## config.mk

```make
export PLATFORM = sky130hd
export DESIGN_NAME = lbp3_out_queue
export DESIGN_NICKNAME = d
export VERILOG_FILES = /design/src/lbp3_pkg.sv /design/src/lbp3_out_queue.sv
export SDC_FILE = /design/constraint.sdc
export NUM_CORES = 1
export LEC_CHECK = 0
export BUFFER_PORTS_ARGS = -buffer_cell sky130_fd_sc_hd__buf_2
export CAP_MARGIN = 20
export CELL_PAD_IN_SITES_DETAIL_PLACEMENT = 2
export CELL_PAD_IN_SITES_GLOBAL_PLACEMENT = 2
export CORE_ASPECT_RATIO = 0.5
export CORE_UTILIZATION = 35
export DETAILED_ROUTE_END_ITERATION = 7
export PLACE_DENSITY = 0.82
export SLEW_MARGIN = 10
export SYNTH_ARGS = -nofsm -noshare
export SYNTH_HDL_FRONTEND = slang
export SYNTH_SLANG_ARGS = --single-unit
```

## constraint.sdc

```tcl
create_clock -name clk -period 3.3 [get_ports clk]
set_input_delay 0.165 -clock clk [delete_from_list [all_inputs] [get_ports clk]]
set_output_delay 0.165 -clock clk [all_outputs]
set_load 0.02 [all_outputs]
```

## src/lbp3_pkg.sv

```systemverilog
`timescale 1ns / 1ps
// ----------------------------------------------------------------------------
// lbp3_pkg
// shared types, constants and the code function of the 3x3 lbp unit
// ----------------------------------------------------------------------------
package lbp3_pkg;

	localparam int PIX_W       = 8;
	localparam int CFG_W       = 12;
	localparam int ROW_W       = 12;
	localparam int COL_OUT_W   = 11;
	localparam int MIN_DIM     = 3;
	localparam int OUT_Q_DEPTH = 3;
	localparam int OUT_Q_CNT_W = $clog2(OUT_Q_DEPTH + 1);
	localparam int OUT_Q_PTR_W = $clog2(OUT_Q_DEPTH);

	// register map, selected by paddr[2]
	localparam logic REG_IMAGE_WIDTH  = 1'b0;
	localparam logic REG_IMAGE_HEIGHT = 1'b1;

	// neighbour offsets in comparison order (up-left used twice, up-right never)
	localparam int NB_ROW [8] = '{-1, 0, 1, 1, 1, 0, -1, -1};
	localparam int NB_COL [8] = '{-1, -1, -1, 0, 1, 1, -1, 0};

	// entry row*3 + col, row 0 = upper line, col 2 = newest
	typedef logic [8:0][PIX_W-1:0] window_t;

	typedef struct packed {
		logic [PIX_W-1:0]     code;
		logic [ROW_W-1:0]     center_row;
		logic [COL_OUT_W-1:0] center_col;
		logic                 frame_last;
	} result_t;

	function automatic logic [PIX_W-1:0] lbp_code(input window_t win);
		logic [PIX_W-1:0] acc;
		logic [3:0]       idx;
		acc = '0;
		for (int k = 0; k < 8; k++) begin
			idx = 4'((1 + NB_ROW[k]) * 3 + (1 + NB_COL[k]));
			if (win[idx] < win[4]) begin
				acc[3'(7 - k)] = 1'b1;
			end
		end
		return 8'd255 - acc;
	endfunction

endpackage

```

## src/lbp3_out_queue.sv

```systemverilog
`timescale 1ns / 1ps
// ----------------------------------------------------------------------------
// lbp3_out_queue
// small result queue that decouples the pipeline from receiver stalls
// ----------------------------------------------------------------------------
module lbp3_out_queue import lbp3_pkg::*; (
	input  logic                   clk,
	input  logic                   arst_n,
	input  logic                   push,
	input  result_t                push_word,
	output logic                   valid,
	input  logic                   ready,
	output result_t                word,
	output logic [OUT_Q_CNT_W-1:0] count
);

	result_t                entry_q [OUT_Q_DEPTH];
	logic [OUT_Q_PTR_W-1:0] wr_ptr_q;
	logic [OUT_Q_PTR_W-1:0] rd_ptr_q;
	logic [OUT_Q_CNT_W-1:0] count_q;
	logic                   pop;

	assign valid = (count_q != '0);
	assign pop   = valid && ready;
	assign word  = entry_q[rd_ptr_q];
	assign count = count_q;

	function automatic logic [OUT_Q_PTR_W-1:0] ptr_inc(input logic [OUT_Q_PTR_W-1:0] p);
		return (p == OUT_Q_PTR_W'(OUT_Q_DEPTH - 1)) ? '0 : p + OUT_Q_PTR_W'(1);
	endfunction

	always_ff @(posedge clk) begin
		if (push) begin
			entry_q[wr_ptr_q] <= push_word;
		end
	end

	always_ff @(posedge clk or negedge arst_n) begin
		if (!arst_n) begin
			wr_ptr_q <= '0;
			rd_ptr_q <= '0;
			count_q  <= '0;
		end else begin
			if (push) begin
				wr_ptr_q <= ptr_inc(wr_ptr_q);
			end
			if (pop) begin
				rd_ptr_q <= ptr_inc(rd_ptr_q);
			end
			unique case ({push, pop})
				2'b10:   count_q <= count_q + OUT_Q_CNT_W'(1);
				2'b01:   count_q <= count_q - OUT_Q_CNT_W'(1);
				default: count_q <= count_q;
			endcase
		end
	end

endmodule

```

---- Word-level counts from Yosys, hierarchy flattened ----
Memories as Yosys holds them, arrays and structs flattened.
Index checks and enable logic that the tools add are counted.
operators by class
  $add $sub $neg .......................... 4
  equal/unequal tests ..................... 4
  muxes and demuxes ....................... 5
  reductions and logical operators ........ 3
operators with widths
  cell                   count
  $add A2 B1 Y2 const B  3
  $eq A2 B2 Y1 const B   3
  $mux W2                2
  $pmux W2 S2            1
  $reduce_bool A2 Y1     2
  $eq A2 B1 Y1 const B   1
  $mux W1                2
  $sub A2 B1 Y2 const B  1
  $logic_and A1 B1 Y1    1
storage, ports and cells
  flip-flop bits (word level) ............. 6
  memory bits (writable) .................. 96
  input port bits ......................... 36
  output and inout bits ................... 35
  memories ................................ 1
memory list
  name     words  width  rd ports  clocked after Yosys merged registers in  wr ports  line                  source
  entry_q  3      32     1         0                                        1         lbp3_out_queue.sv:17  result_t entry_q [OUT_Q_DEPTH];

---- Depth between registers and ports, before layout ----
  word-level depth ........................ 4
  mapped depth ............................ 6
  depth with buffers taken out ............ 6

---- Worst setup path before layout ----
No wires, ideal clock.
  path kind ............................... reg2reg
  from .................................... register wr_ptr_q[0]
  to ...................................... memory entry_q[2][0] (netlist bit) (enable)
  arrival time ............................ 2.801 ns
  path slack .............................. 0.031 ns
  cell stages (with the launch flop) ...... 2
  path buffers ............................ 0
  cell sequence ........................... dfrtp_1 -> nor3b_1
RTL lines
  what                      line                  source
  start: declaration        lbp3_out_queue.sv:18  logic [OUT_Q_PTR_W-1:0] wr_ptr_q;
  start signal: assignment  lbp3_out_queue.sv:45  wr_ptr_q <= ptr_inc(wr_ptr_q);
  end: declaration          lbp3_out_queue.sv:17
No word-level cell before the write port.

==> results.md <==
* Die width at 151 um
* Synth top area share at 74.5%
* I/O Pins at 71
* Die area at 11,500 um2
* Clock sinks at 102
* Final Cell Area at 4710 um2
* Largest area contributor in the netlist: edfxtp_1
* Final global-route overflow total at 0
* CTS H-tree lvls at 3
* Final worst-path cycle share at 57.7%
* Initial antenna violation count at 0
* RSZ-0062 raised after global routing: false
* Tmin final at 1900 ps
* Crit path kind: reg2out
* Skew final at 4.79 ps
* Crit-path cells: buf_12, mux2i_1, o21ai_1, buf_2
* Clk root buf: clkbuf_16
* Synth Register Bits at 102
* Worst VDD drop at 0.348 mV
* # rows at 26
* CP startpoint kind: register
* Worst-path fanout max at 27
* CP max stage cell: dfrtp_2
* GRT Util Overall at 17.7%
* Clock Path Buffers at 2
* Syn Nets at 266
* Synth warn at 0
* CP Data Required Time at 3130 ps
* Via Count at 2,179
* Layout cell share with drive strength beyond 1 at 31.9%
* Drt pass-1 iters at 4
* Critical Path AT at 1740 ps
* Vias/cell at 4.84
* Fin. Hold Viols at 0
* DR iter-0 viols at 136
* Num CTS Buffers at 9
* Gpl congestion at 0.660
* Top cells by area, synth: edfxtp_1, mux2i_1, o21ai_1
* Pin count of the biggest net entering global routing at 68
* IO buf count at 70
* DP Wirelength at 6.16 mm
* Synth cell types at 21
* P_leak at 1.75 nW
* WL final at 9.43 mm
* Area after DPL at 4330 um2
* Status: finished clean
* Number of routed nets with antenna violations at 0
* Final nets at 342
* Layout Cells excl Fill at 450
* Area growth from synthesis to final layout at 21.6%
* Power density cells at 944 nW/um2
* First-pass GRT wire length at 14.6 mm
* Achievable Freq at 0.526 GHz
* Die height at 76.4 um
* Syn_area_per_cell at 16.9 um2
* Drc violations at 0
* Starting density of the core at 37.0%
* Largest stage delay, worst path at 550 ps
* Cells after synthesis at 229
* Min-delay worst type: in2reg
* CTS tree: done
* Placed Instances at 431
* Drt wl/cell at 20.9 um
* Clk_lat worst skew at 340 ps
* Max-slew headroom at 28.0%
* Post-layout util at 44.9%
* Worst-Margin Slew at 1080 ps
* N_diodes at 0
* Post-CTS sizing at 0
* Vias in the first global route at 2,509
* Core ar. at 10,500 um2
* Slew Viols, Final at 0
* Clock-pin transition on the worst setup and hold timing paths at 70 ps
* Final setup fails at 0
* Max Cap Viol at 0
* Crit end category: primary output
* Setup Buffers After CTS at 0
* Mapped cell area at 3870 um2
* Register area share after synthesis at 78.3%
* Setup TNS at 0 ps
==> sequential cells by signal, summed over array words and instances (netlist names) <==
name      cells
count         2
entry_q      96
rd_ptr_q      2
wr_ptr_q      2
==> cell families (layout without fill, tap and decap cells) <==
logic type | count (synthesis) | count (layout) | synth area share (%)
AO/OA/AOI/OAI | 37 | 37 | 5.07
XOR/XNOR | 3 | 3 | 0.679
adder cells (fa/ha/maj) | 1 | 1 | 0.323
buffers and inverters | 13 | 94 | 2.97
flip-flops | 102 | 102 | 78.3
multiplexers | 32 | 32 | 8.27
AND/OR/NAND/NOR | 41 | 41 | 4.33
==> power breakdown <==
group | total (mW) | switching, mW | internal, mW
Combinational | 1.47 | 0.966 | 0.508
Clock | 1.13 | 0.446 | 0.687
Sequential | 1.84 | 0.166 | 1.67
==> per-layer routing <==
| metal | global-route usage (%) | part of all wire (%) | vias up |
|---|---|---|---|
| met4 | 4.90 | 1.2 | 0 |
| met1 | 22.7 | 43 | 1124 |
| met3 | 3.95 | 3.4 | 10 |
| li1 | - | - | 1004 |
| met5 | 0 | 0 | - |
| met2 | 30.2 | 53 | 41 |
==> worst max-delay path: cells and delay by family (launching register included) <==
family | cells | cell delay [ps]
compound gates | 1 | 100
flops | 1 | 550
buf+inv | 2 | 440
mux | 1 | 280
==> layout by cell type, fill, tap and decap left out, types with 2 or more instances in the layout <==
master and instances:
edfxtp_1 96, buf_2 70, nand2_1 35, o21ai_1 33, mux2i_1 32, clkbuf_16 9, dfrtp_1 4, a21o_1 3
buf_4 3, inv_2 2, nor3_2 2, xnor2_1 2, bufinv_16 2, clkinv_4 2, buf_12 2, dfrtp_2 2
==> cell usage after synthesis <==
cell type	n
xor2_1	1
mux2i_1	32
clkbuf_1	3
ha_1	1
inv_2	2
nor3b_1	1
xnor2_1	2
nor3_1	1
o21ai_1	33
buf_12	3
a21o_1	3
or2_1	1
nand2_1	35
nor3_2	1
dfrtp_1	6
nor2_1	2
buf_6	1
o21ai_2	1
buf_4	2
buf_2	2
edfxtp_1	96
==> layout make-up <==
| type | instances | area [um2] |
|---|---|---|
| fill | 1012 | 5770 |
| sequential | 102 | 3040 |
| multi-input combinational | 114 | 741 |
| timing repair buffer | 76 | 423 |
| clock buffer | 11 | 243 |
| tap | 140 | 175 |
| clock inverter | 5 | 82.6 |
| inverter | 2 | 7.51 |
==> stage by stage <==
stage | setup WS (ps) | power (mW) | hold WS [ps]
after floorplan | 31.3 | 2.86 | -131
after global placement | 1470 | 3.20 | -9.01
after detailed placement | 1370 | 3.31 | -2.96
after CTS | 957 | 4.46 | 17.9
after global routing | 1330 | 4.65 | 17.8
final | 1400 | 4.45 | 23.7
==> path summary, 6_finish.rpt <==
check / start / endpoint / slack (ps) / cells past startpoint
min in group asynchronous: arst_n / count[1] / 200 / 2
max in group asynchronous: arst_n / rd_ptr_q[0] / 2940 / 2
min reg2reg: count[1] / count[1] / 560 / 1
max reg2reg: wr_ptr_q[0] / entry_q[1][19] / 1550 / 2
max: rd_ptr_q[0] / word[4] / 1400 / 4
min: push_word[12] / entry_q[0][12] / 20 / 1
==> repair_timing <==
item                                    4_1_cts  5_1_grt
hold endpoints to repair                      6        0
endpoints found under the setup margin        0        0
hold buffers                                  1        0
Power figures use the tool's default switching activity.
